**config.mk**
```make
export PLATFORM = sky130hd
export DESIGN_NAME = murmur3_32_stream_hasher
export DESIGN_NICKNAME = d
export VERILOG_FILES = /design/src/design/mmh_pkg.sv /design/src/design/mmh_front.sv /design/src/design/mmh_queue.sv /design/src/design/mmh_back.sv /design/src/design/murmur3_32_stream_hasher.sv
export SDC_FILE = /design/constraint.sdc
export NUM_CORES = 2
export LEC_CHECK = 0
export BUFFER_PORTS_ARGS = -buffer_cell sky130_fd_sc_hd__buf_4
export CAP_MARGIN = 15
export CORE_MARGIN = 5
export CORE_UTILIZATION = 30
export DETAILED_ROUTE_END_ITERATION = 10
export SLEW_MARGIN = 15
export SYNTH_ARGS = -nofsm -noshare
export SYNTH_HDL_FRONTEND = slang
export SYNTH_SLANG_ARGS = --single-unit
```
**constraint.sdc**
```tcl
create_clock -name clock -period 13.9 [get_ports clock]
set_clock_uncertainty 0.15 [all_clocks]
set_input_delay 2.085 -clock clock [delete_from_list [all_inputs] [get_ports clock]]
set_output_delay 2.085 -clock clock [all_outputs]
set_load 0.02 [all_outputs]
```
**src/design/mmh_pkg.sv**
```systemverilog
`timescale 1ns / 1ps
`default_nettype none

package mmh_pkg;

   localparam logic [31:0] MIX_C1  = 32'hcc9e2d51;
   localparam logic [31:0] MIX_C2  = 32'h1b873593;
   localparam logic [31:0] MIX_ADD = 32'he6546b64;
   localparam logic [31:0] FIN_C1  = 32'h85ebca6b;
   localparam logic [31:0] FIN_C2  = 32'hc2b2ae35;

   localparam logic [2:0] BLOCK_BYTES = 3'd4;

   // register map, decoded on word address paddr[2]
   localparam logic CSR_SEED_IDX = 1'b0;

   // one classified word on its way from the front to the back
   typedef struct packed {
      logic [31:0] k;       // mixed key word
      logic [2:0]  count;   // bytes it adds to the key length, 0 to 4
      logic        block;   // full word: block mix
      logic        tail;    // partial last word: tail mix
      logic        last;    // closes the key
   } job_type;

   function automatic logic [31:0] rotl32(input logic [31:0] x, input int unsigned r);
      rotl32 = (x << r) | (x >> (32 - r));
   endfunction

endpackage

`default_nettype wire

```
**src/design/mmh_front.sv**
```systemverilog
`timescale 1ns / 1ps
`default_nettype none

module mmh_front (
   input  wire                  clock,
   input  wire                  reset,
   input  wire                  in_valid,
   output logic                 in_ready,
   input  wire  [31:0]          in_word,
   input  wire  [2:0]           in_count,
   input  wire                  in_last,
   output logic                 out_valid,
   input  wire                  out_ready,
   output mmh_pkg::job_type     out_job
);

   logic             s1_valid_ff, s1_valid_in;
   logic [31:0]      s1_prod_ff;
   logic [2:0]       s1_count_ff;
   logic             s1_block_ff, s1_tail_ff, s1_last_ff;
   logic             s2_valid_ff, s2_valid_in;
   mmh_pkg::job_type s2_job_ff;

   logic             accept, s1_adv, s2_ready;
   logic [2:0]       norm_count;
   logic             norm_block, norm_tail;
   logic [31:0]      masked;

   assign s2_ready = !s2_valid_ff || out_ready;
   assign s1_adv   = s1_valid_ff && s2_ready;
   assign in_ready = !s1_valid_ff || s2_ready;
   assign accept   = in_valid && in_ready;

   // classify: anything not last, or a count of four and up, is a full block
   always_comb begin
      if (!in_last || in_count >= mmh_pkg::BLOCK_BYTES) begin
         norm_count = mmh_pkg::BLOCK_BYTES;
         norm_block = 1'b1;
         norm_tail  = 1'b0;
      end else begin
         norm_count = in_count;
         norm_block = 1'b0;
         norm_tail  = (in_count != 3'd0);
      end
   end

   always_comb begin
      unique case (norm_count)
         3'd1:    masked = {24'd0, in_word[7:0]};
         3'd2:    masked = {16'd0, in_word[15:0]};
         3'd3:    masked = {8'd0, in_word[23:0]};
         default: masked = in_word;
      endcase
   end

   assign s1_valid_in = accept || (s1_valid_ff && !s2_ready);
   assign s2_valid_in = s1_adv || (s2_valid_ff && !out_ready);

   always_ff @(posedge clock) begin
      if (reset) begin
         s1_valid_ff <= 1'b0;
         s2_valid_ff <= 1'b0;
      end else begin
         s1_valid_ff <= s1_valid_in;
         s2_valid_ff <= s2_valid_in;
      end
   end

   always_ff @(posedge clock) begin
      if (accept) begin
         s1_prod_ff  <= masked * mmh_pkg::MIX_C1;
         s1_count_ff <= norm_count;
         s1_block_ff <= norm_block;
         s1_tail_ff  <= norm_tail;
         s1_last_ff  <= in_last;
      end
      if (s1_adv) begin
         s2_job_ff.k     <= mmh_pkg::rotl32(s1_prod_ff, 15) * mmh_pkg::MIX_C2;
         s2_job_ff.count <= s1_count_ff;
         s2_job_ff.block <= s1_block_ff;
         s2_job_ff.tail  <= s1_tail_ff;
         s2_job_ff.last  <= s1_last_ff;
      end
   end

   assign out_valid = s2_valid_ff;
   assign out_job   = s2_job_ff;

endmodule

`default_nettype wire

```
**src/design/mmh_queue.sv**
```systemverilog
`timescale 1ns / 1ps
`default_nettype none

module mmh_queue #(
   parameter int DEPTH = 4
) (
   input  wire                  clock,
   input  wire                  reset,
   input  wire                  push_valid,
   output logic                 push_ready,
   input  mmh_pkg::job_type     push_job,
   output logic                 pop_valid,
   input  wire                  pop_ready,
   output mmh_pkg::job_type     pop_job
);

   localparam int IDX_W = (DEPTH > 1) ? $clog2(DEPTH) : 1;
   localparam int CNT_W = $clog2(DEPTH + 1);

   mmh_pkg::job_type  slot_ff [DEPTH];
   logic [IDX_W-1:0]  wr_ptr_ff, wr_ptr_in;
   logic [IDX_W-1:0]  rd_ptr_ff, rd_ptr_in;
   logic [CNT_W-1:0]  count_ff, count_in;
   logic              push, pop;

   assign push_ready = (count_ff != CNT_W'(DEPTH));
   assign pop_valid  = (count_ff != '0);
   assign push       = push_valid && push_ready;
   assign pop        = pop_valid && pop_ready;
   assign pop_job    = slot_ff[rd_ptr_ff];

   always_comb begin
      wr_ptr_in = wr_ptr_ff;
      rd_ptr_in = rd_ptr_ff;
      count_in  = count_ff;
      if (push) begin
         wr_ptr_in = (wr_ptr_ff == IDX_W'(DEPTH - 1)) ? '0 : wr_ptr_ff + 1'b1;
      end
      if (pop) begin
         rd_ptr_in = (rd_ptr_ff == IDX_W'(DEPTH - 1)) ? '0 : rd_ptr_ff + 1'b1;
      end
      if (push && !pop) begin
         count_in = count_ff + 1'b1;
      end else if (pop && !push) begin
         count_in = count_ff - 1'b1;
      end
   end

   always_ff @(posedge clock) begin
      if (reset) begin
         wr_ptr_ff <= '0;
         rd_ptr_ff <= '0;
         count_ff  <= '0;
      end else begin
         wr_ptr_ff <= wr_ptr_in;
         rd_ptr_ff <= rd_ptr_in;
         count_ff  <= count_in;
      end
   end

   always_ff @(posedge clock) begin
      if (push) begin
         slot_ff[wr_ptr_ff] <= push_job;
      end
   end

   a_count_bound: assert property (@(posedge clock) disable iff (reset)
      count_ff <= CNT_W'(DEPTH))
      else $error("queue holds more transactions than its depth");

endmodule

`default_nettype wire

```
**src/design/mmh_back.sv**
```systemverilog
`timescale 1ns / 1ps
`default_nettype none

module mmh_back (
   input  wire                  clock,
   input  wire                  reset,
   input  wire  [31:0]          seed,
   input  wire                  job_valid,
   output logic                 job_ready,
   input  mmh_pkg::job_type     job,
   output logic                 rsp_valid,
   input  wire                  rsp_ready,
   output logic [31:0]          rsp_hash
);

   typedef enum logic [3:0] {
      ST_ABSORB = 4'b0001,
      ST_FIN_A  = 4'b0010,
      ST_FIN_B  = 4'b0100,
      ST_FIN_C  = 4'b1000
   } back_state_type;

   back_state_type state_ff, state_in;
   logic [31:0]    h_ff, h_in;
   logic [31:0]    total_ff, total_in;
   logic           in_key_ff, in_key_in;
   logic [31:0]    fin_ff, fin_in;
   logic           rsp_valid_ff, rsp_valid_in;
   logic [31:0]    rsp_hash_ff, rsp_hash_in;

   logic [31:0]    h_base, tot_base, mixed, rotated, absorbed, tot_next;
   logic           out_free, take;

   assign out_free = !rsp_valid_ff || rsp_ready;
   assign take     = job_valid && job_ready;

   always_comb begin
      h_base   = in_key_ff ? h_ff : seed;
      tot_base = in_key_ff ? total_ff : 32'd0;
      mixed    = h_base ^ job.k;
      rotated  = mmh_pkg::rotl32(mixed, 13);
      if (job.block) begin
         absorbed = (rotated << 2) + rotated + mmh_pkg::MIX_ADD;
      end else if (job.tail) begin
         absorbed = mixed;
      end else begin
         absorbed = h_base;
      end
      tot_next = tot_base + 32'(job.count);
   end

   always_comb begin
      state_in     = state_ff;
      h_in         = h_ff;
      total_in     = total_ff;
      in_key_in    = in_key_ff;
      fin_in       = fin_ff;
      rsp_valid_in = rsp_valid_ff && !rsp_ready;
      rsp_hash_in  = rsp_hash_ff;
      job_ready    = 1'b0;
      unique case (state_ff)
         ST_ABSORB: begin
            job_ready = 1'b1;
            if (job_valid) begin
               if (job.last) begin
                  fin_in    = absorbed ^ tot_next;
                  h_in      = 32'd0;
                  total_in  = 32'd0;
                  in_key_in = 1'b0;
                  state_in  = ST_FIN_A;
               end else begin
                  h_in      = absorbed;
                  total_in  = tot_next;
                  in_key_in = 1'b1;
               end
            end
         end
         ST_FIN_A: begin
            fin_in   = (fin_ff ^ (fin_ff >> 16)) * mmh_pkg::FIN_C1;
            state_in = ST_FIN_B;
         end
         ST_FIN_B: begin
            fin_in   = (fin_ff ^ (fin_ff >> 13)) * mmh_pkg::FIN_C2;
            state_in = ST_FIN_C;
         end
         ST_FIN_C: begin
            // hold until the output register is free
            if (out_free) begin
               rsp_valid_in = 1'b1;
               rsp_hash_in  = fin_ff ^ (fin_ff >> 16);
               state_in     = ST_ABSORB;
            end
         end
         default: begin
            state_in = ST_ABSORB;
         end
      endcase
   end

   always_ff @(posedge clock) begin
      if (reset) begin
         state_ff     <= ST_ABSORB;
         h_ff         <= 32'd0;
         total_ff     <= 32'd0;
         in_key_ff    <= 1'b0;
         rsp_valid_ff <= 1'b0;
      end else begin
         state_ff     <= state_in;
         h_ff         <= h_in;
         total_ff     <= total_in;
         in_key_ff    <= in_key_in;
         rsp_valid_ff <= rsp_valid_in;
      end
   end

   always_ff @(posedge clock) begin
      fin_ff      <= fin_in;
      rsp_hash_ff <= rsp_hash_in;
   end

   assign rsp_valid = rsp_valid_ff;
   assign rsp_hash  = rsp_hash_ff;

   a_pop_only_absorb: assert property (@(posedge clock) disable iff (reset)
      take |-> state_ff == ST_ABSORB)
      else $error("transaction taken from queue outside absorb state");

   a_last_closes_key: assert property (@(posedge clock) disable iff (reset)
      take && job.last |=> !in_key_ff && state_ff == ST_FIN_A)
      else $error("last word did not close the key");

   a_fin_emits: assert property (@(posedge clock) disable iff (reset)
      state_ff == ST_FIN_C && out_free |=> rsp_valid_ff && state_ff == ST_ABSORB)
      else $error("finished hash not loaded into output register");

endmodule

`default_nettype wire

```
**src/design/murmur3_32_stream_hasher.sv**
```systemverilog
`timescale 1ns / 1ps
`default_nettype none

// MurmurHash3 x86_32 over a key streamed as little-endian 32-bit words, first
// key byte in bits 7:0, one word per req transaction; req_last marks the final
// word and req_byte_count (0 to 4, higher taken as 4) its valid bytes, while
// earlier words always count as four bytes. One rsp transaction carrying the
// finished hash follows each last word. The front end masks and mixes each
// word in a two-stage multiplier pipeline and queues it; the back end folds
// a queued word into the running hash as it takes it, so words that do not end
// a key flow at one per cycle while the back end is absorbing. A last word holds
// the back end through absorb, two finalization multiplies and output load,
// and longer while the output register is still occupied; the queue keeps the
// front end accepting during that time until it fills. The seed register is
// sampled when the first word of a key reaches the back end.
module murmur3_32_stream_hasher #(
   parameter int QUEUE_DEPTH = 4
) (
   input  wire         clock,
   input  wire         reset,
   input  wire         req_valid,
   output logic        req_ready,
   input  wire  [31:0] req_data_word,
   input  wire  [2:0]  req_byte_count,
   input  wire         req_last,
   output logic        rsp_valid,
   input  wire         rsp_ready,
   output logic [31:0] rsp_hash,
   input  wire         csr_psel,
   input  wire         csr_penable,
   input  wire         csr_pwrite,
   input  wire  [2:0]  csr_paddr,
   input  wire  [31:0] csr_pwdata,
   output logic [31:0] csr_prdata,
   output logic        csr_pready
);

   logic [31:0]      seed_ff;
   logic             front_valid, front_ready;
   logic             queue_valid, queue_ready;
   mmh_pkg::job_type front_job, queue_job;

   assign csr_pready = 1'b1;
   assign csr_prdata = (csr_paddr[2] == mmh_pkg::CSR_SEED_IDX) ? seed_ff : 32'd0;

   always_ff @(posedge clock) begin
      if (reset) begin
         seed_ff <= 32'd0;
      end else if (csr_psel && csr_penable && csr_pwrite
                   && csr_paddr[2] == mmh_pkg::CSR_SEED_IDX) begin
         seed_ff <= csr_pwdata;
      end
   end

   mmh_front u_front (
      .clock     (clock),
      .reset     (reset),
      .in_valid  (req_valid),
      .in_ready  (req_ready),
      .in_word   (req_data_word),
      .in_count  (req_byte_count),
      .in_last   (req_last),
      .out_valid (front_valid),
      .out_ready (front_ready),
      .out_job   (front_job)
   );

   mmh_queue #(
      .DEPTH (QUEUE_DEPTH)
   ) u_queue (
      .clock      (clock),
      .reset      (reset),
      .push_valid (front_valid),
      .push_ready (front_ready),
      .push_job   (front_job),
      .pop_valid  (queue_valid),
      .pop_ready  (queue_ready),
      .pop_job    (queue_job)
   );

   mmh_back u_back (
      .clock     (clock),
      .reset     (reset),
      .seed      (seed_ff),
      .job_valid (queue_valid),
      .job_ready (queue_ready),
      .job       (queue_job),
      .rsp_valid (rsp_valid),
      .rsp_ready (rsp_ready),
      .rsp_hash  (rsp_hash)
   );

endmodule

`default_nettype wire

```
Yosys cells after proc, flatten, opt, wreduce, memory -nomap -nowiden
Memories as Yosys holds them, arrays and structs flattened. A register that Yosys moved wholly into a read port is not among the register bits. Cells that the tools add are included.

Add/sub/neg operators: 7. Multipliers: 4. Reductions and logical operators: 35. Mux-type cells: 29. Equality and inequality tests: 13. Bitwise gates (word level): 7. Order comparisons: 1.

Operators with widths (count): 32-bit two-way mux (9); 32-bit case mux with 3 select lines (2); 32-bit by 31-bit multiplier with 32-bit output (second input constant) (2); 32-bit XOR (2); 32-bit by 3-bit adder with 32-bit output (1); 32-bit adder (1); 32-bit adder (second input constant) (1); 32-bit by 29-bit multiplier with 32-bit output (second input constant) (1); 32-bit by 32-bit multiplier with 32-bit output (second input constant) (1); 32-bit by 13-bit OR with 32-bit output (1); 32-bit by 15-bit OR with 32-bit output (1); 32-bit by 16-bit XOR with 32-bit output (1); 32-bit by 19-bit XOR with 32-bit output (1); 4-bit case mux with 4 select lines (1); 1-bit logical AND (12); 4-bit two-way mux (3); 1-bit zero test (9); 3-bit two-way mux (3); 3-bit nonzero test (3); 2-bit two-way mux (4); 1-bit two-way mux (7); 3-bit by 2-bit == test with 1-bit output (second input constant) (2); 1-bit logical OR (6); 3-bit AND reduction (2); 16 further kinds (20).

Memories: 1. RAM bits: 152. Flip-flop bits (word level): 251. Input port bits: 78. Word-level logic and storage cells: 120.

Memory list: u_queue.slot_ff (depth 4, bits a word 38, read ports 1, clocked after memory_dff 1, write ports 1, RTL line mmh_queue.sv:20) `mmh_pkg::job_type slot_ff [DEPTH];`.

Depth between registers and ports, before layout
Depth in word-level cells: 10. Mapped depth: 29. Mapped depth without buffers: 28.

Modules after synthesis
Synthesis repeated with hierarchy kept, for this count alone.

Cell total of the unflattened synthesis: 5096. Area, all modules: 53207.3 µm².

By module, submodules not included: mmh_back (cells an instance 2915, times used 1, area an instance 27033.4 µm²); mmh_front (cells an instance 1758, times used 1, area an instance 18527.8 µm²); mmh_queue (cells an instance 246, times used 1, area an instance 5949.5 µm²); murmur3_32_stream_hasher (cells an instance 177, times used 1, area an instance 1696.6 µm²).

Least setup slack after synthesis
OpenSTA, ideal clock, no wires.

Path type: input to register. Start: input req_last. End: register u_front.s1_prod_ff[31] (data pin). Data required time: 13.490 ns. Library setup time: 0.260 ns. Path slack: 5.338 ns. Arrival time: 8.152 ns. Stages: 26. Path through: nor2b_1 -> and2_1 -> nand2b_1 -> clkbuf_1 -> and2_1 -> ha_1 -> xor2_1 -> ha_1 -> a21o_1 -> fa_1 -> fa_1 -> fa_1 -> fa_1 -> fa_1 -> ha_1 -> ha_1 -> o211ai_1 -> o21ai_0 -> a21oi_1 -> o31ai_1 -> nand4_1 -> a31oi_1 -> nand4_1 -> nand4b_1 -> a21oi_1 -> xnor2_1.

Longest elaborated chain between the ends: 6. Elaborated cells between the ends (all ways): 8.

RTL lines: from (decl) (RTL line murmur3_32_stream_hasher.sv:25) `input wire req_last,`; 1-bit zero test * (RTL line mmh_front.sv:36) `if (!in_last || in_count >= mmh_pkg::BLOCK_BYTES) begin`; 1-bit logical OR * (RTL line mmh_front.sv:36); 3-bit two-way mux * (RTL line mmh_front.sv:36); named net u_front.norm_count[0] (RTL line mmh_front.sv:25) `logic [2:0] norm_count;`; 3-bit by 2-bit == test with 1-bit output or 3-bit by 1-bit == test with 1-bit output (tied branches) (RTL line mmh_front.sv:48) `unique case (norm_count)`; 32-bit case mux with 3 select lines * (RTL line mmh_front.sv:48); 32-bit by 31-bit multiplier with 32-bit output * (RTL line mmh_front.sv:71) `s1_prod_ff <= masked * mmh_pkg::MIX_C1;`; to (signal assigned) (RTL line mmh_front.sv:71); to (decl) (RTL line mmh_front.sv:18) `logic [31:0] s1_prod_ff;`.

Mark *: on every way through the listed nets, which the timed path passes. The rest lies on a longest branch. A chain may end at the register's enable or synchronous reset.

Final worst setup path
Same ends and word-level chain as after synthesis.

==> flow_summary_export.csv <==
group,metric,value,unit
yosys,syn_inst,4960,
timing,timing.final.ws_setup,4974,ps
job,cap_violations,0,
clock_network,cts_sinks,399,
yosys,synth_cell_type_count,92,
global_routing,grt_max_degree,93,
yosys,async_flop_share,0,%
worst_hold_path,hold_path_startpoint,"u_front.s1_tail_ff$_SDFFCE_PP0P_",
worst_setup_path,crit_buf_inv,1,
timing,period_share,64.22,%
global_routing,grt_pass1_wl,216600,um
worst_setup_path,reg2reg_from,"u_back.fin_ff[20]$_DFFE_PP_",
placement,place.port_buffers,141,
yosys,postSynthAreaPerCell,10.52,um2
clock_network,clk_pin_slew,60,ps
worst_setup_path,max_stage_delay,610,ps
worst_hold_path,hp-class,"register to register",
timing,period_minus_slack,8926,ps
clock_network,cts.htree.levels,2,
routing,wl_per_cell,18.68,um
finish,fillers,17800,
status,outcome,"completed",
placement,post-place-ws,4296,ps
global_routing,grt_pass1_vias,36390,
routing,vias,33910,
worst_setup_path,crit_fanout,10,
clock_network,cts_setup_buffers,0,
clock_network,clock-root-buffer,"clkbuf_16",
routing,firstDrtPassIters,7,
worst_setup_path,crit_cells,26,
routing,viasPerCell,4.535,
worst_setup_path,path_common_cell,"fa_1",
global_routing,grt_overflow,0,
floorplanning,ios,145,
worst_setup_path,setup.worst_path.start,"req_last",
worst_setup_path,rrSetupSlack,5010,ps
timing,setup_viol,0,
finish,fin_area,57820,um2
finish,drive_above_1_share,6.540,%
worst_setup_path,crit_arrival,9130,ps
finish,diodes,0,
yosys,ys_seq_elements,399,
worst_setup_path,setup.worst_path.start_class,"primary input",
clock_network,hold_buffers,0,
floorplanning,std_cell_rows,153,
clock_network,cts_tree,"built",
timing,hold_violations,0,
timing,rsz0062_at_grt,"no",
timing,worstMarginPinSlew,1156,ps
worst_setup_path,critPathCapture,"u_front.s1_prod_ff[31]$_DFFE_PP_",
global_routing,grtUsageTotal,15.52,%
yosys,synthFlopType,"edfxtp_1",
placement,routabilityCongestion,0.9512,
global_routing,antenna_found_initial,1,
yosys,yosysWarnings,0,
floorplanning,die_area,182300,um2
timing,clock.fmax,112.0,MHz
floorplanning,coreArea,173400,um2
routing,wirelength,139700,um
yosys,yosysSeqAreaShare,20.80,%
finish,final_nets,6727,
clock_network,cts_resized,0,
finish,syn_to_final_growth,10.84,%
clock_network,clk_latency,630,ps
worst_setup_path,cp_top_family,"adder cells",
timing,setup_tns,0,ps
placement,placed_cell_area,56120,um2
worst_setup_path,r2r_cells,25,
routing,drc,0,
yosys,syn-num-nets,6576,
worst_setup_path,cp.required,14110,ps
timing,final_max_slew_viol_count,0,
clock_network,clockBufferDepth,3,
placement,hpwlAfterDp,119100,um
yosys,synth_edf_count,286,
clock_network,cts_buffers,51,
floorplanning,initial_core_util,30.08,%
floorplanning,die_h,427,um
routing,first_iter_violations,1955,
worst_setup_path,crit_type,"primary input to register",
worst_setup_path,crit_slowest_cell,"and2_1",
yosys,syn_area,52170,um2
timing,slew_headroom,22.67,%
routing,drtAntennaViolNets,0,
worst_setup_path,critPathCaptureType,"register",
floorplanning,die_x,427,um
worst_setup_path,reg2reg_to,"u_back.fin_ff[31]$_DFFE_PP_",
-- kinds of logic (layout without fill, tap and decap cells) --
| family | after synthesis | in the layout | synth area share, % |
|---|---|---|---|
| other | 1 | 1 | 0.007189 |
| buffers and inverters | 1339 | 1532 | 9.683 |
| AND/OR/NAND/NOR | 654 | 654 | 5.977 |
| adder cells (fa/ha/maj) | 1538 | 1538 | 47.44 |
| multiplexers | 82 | 82 | 2.442 |
| flip-flops | 399 | 399 | 20.80 |
| AO/OA/AOI/OAI | 537 | 537 | 6.771 |
| XOR/XNOR | 410 | 410 | 6.884 |
-- per-stage QoR --
step | hold WS (ps) | utilization (%) | cells
final | 269.9 | 33.34 | 7478
after global routing | 285.3 | 33.34 | 7478
after CTS | 271.3 | 33.34 | 7478
after detailed placement | 256.3 | 32.36 | 7383
after global placement | 255.9 | 32.36 | 7383
after floorplan | 250.3 | - | 4960
-- Yosys cell counts (all sizes together) (4+ instances only) --
library cell	instances	area, um2
clkbuf	58	217.7
nand3b	6	45.04
a21oi	163	823.3
nand3	31	160.1
inv	1264	4745
nand2b	20	125.1
dfxtp	113	2262
nor4b	4	35.03
buf	17	88.83
a31oi	9	56.30
o221ai	9	78.83
xnor2	281	2461
nand2	227	852.1
xor2	129	1130
a21o	53	397.9
nor4	7	80.07
nor3	24	120.1
nor2b	48	300.3
mux2i	44	440.4
ha	805	10070
a31o	5	43.79
mux4	36	810.8
o21a	27	202.7
edfxtp	286	8588
o31ai	7	71.32
or3	17	106.4
a211oi	24	185.2
a21boi	6	48.79
a22oi	55	417.9
and2	35	219.0
fa	733	14670
o211ai	13	102.6
a211o	8	70.07
o21bai	14	105.1
and4	7	61.31
and3	24	150.1
a2bb2oi	6	52.55
nand4	10	62.56
nor2	180	675.7
o21ai	99	495.5
-- state kept, by name (all words and copies together) (netlist names), 3 cells and up, named ones only --
register / count
u_back.rsp_hash: 32
u_queue.count_ff: 3
u_queue.slot_ff: 148
seed_ff: 32
u_back.total_ff: 32
u_front.out_job: 37
u_back.h_ff: 32
u_back.state_ff: 4
u_back.fin_ff: 32
u_front.s1_prod_ff: 32
-- area by class of cell --
class	instances	area (um2)	area share, %
Clock buffer	68	1410	2.439
Clock inverter	27	292.8	0.5063
Inverter	1264	4745	8.205
Multi-Input combinational cell	3222	36310	62.80
Sequential cell	399	10860	18.78
Tap cell	2325	2909	5.031
Timing Repair Buffer	173	1299	2.246
-- worst min path at each step --
stage | cells after the start | slack [ps] | to
after floorplan | 0 | 250 | u_front.out_job[0]$_DFFE_PP_
after global placement | 0 | 260 | u_front.out_job[4]$_DFFE_PP_
after detailed placement | 0 | 260 | u_front.out_job[1]$_DFFE_PP_
after CTS | 0 | 270 | u_front.out_job[1]$_DFFE_PP_
after global routing | 0 | 290 | u_front.out_job[1]$_DFFE_PP_
final | 0 | 270 | u_front.out_job[1]$_DFFE_PP_
-- layout by cell type (no fill, tap or decap), drive strengths merged, types with 36 or more instances in the layout --
cell and instances:
dfxtp 113, fa 733, a21oi 163, ha 805, clkbuf 68, nor2b 48, xor2 129, nand2 227
mux2i 44, mux4 36, o21ai 99, xnor2 281, inv 1274, a22oi 55, edfxtp 286, nor2 180
a21o 53, buf 173
-- per-layer routing --
layer / track usage, % / vias up / wire, um
li1: - / 16170 / -
met1: 19.81 / 16900 / 59330
met2: 27.87 / 689 / 70590
met3: 1.779 / 153 / 5799
met4: 3.998 / 0 / 3941
met5: 0 / - / 0
-- worst reg2reg max path: stages, from the launching register on --
cell and delay [ps]:
edfxtp_1 830, xor2_1 700, inv_1 270, xnor2_1 400, inv_1 110, fa_1 450, fa_1 470, fa_1 550
inv_1 70, fa_1 500, fa_1 470, fa_1 530, inv_1 50, fa_1 480, inv_1 50, ha_1 340
a21o_1 210, a211oi_1 310, o21ai_0 140, a211oi_1 470, o21ai_1 200, nor4_1 340, o41ai_1 160, xnor2_1 150
nand2_1 80, o221ai_1 110
Power is left out: the tool's default activity adds up to more than one toggle a clock period on the data nets, which glitch-free logic cannot reach.
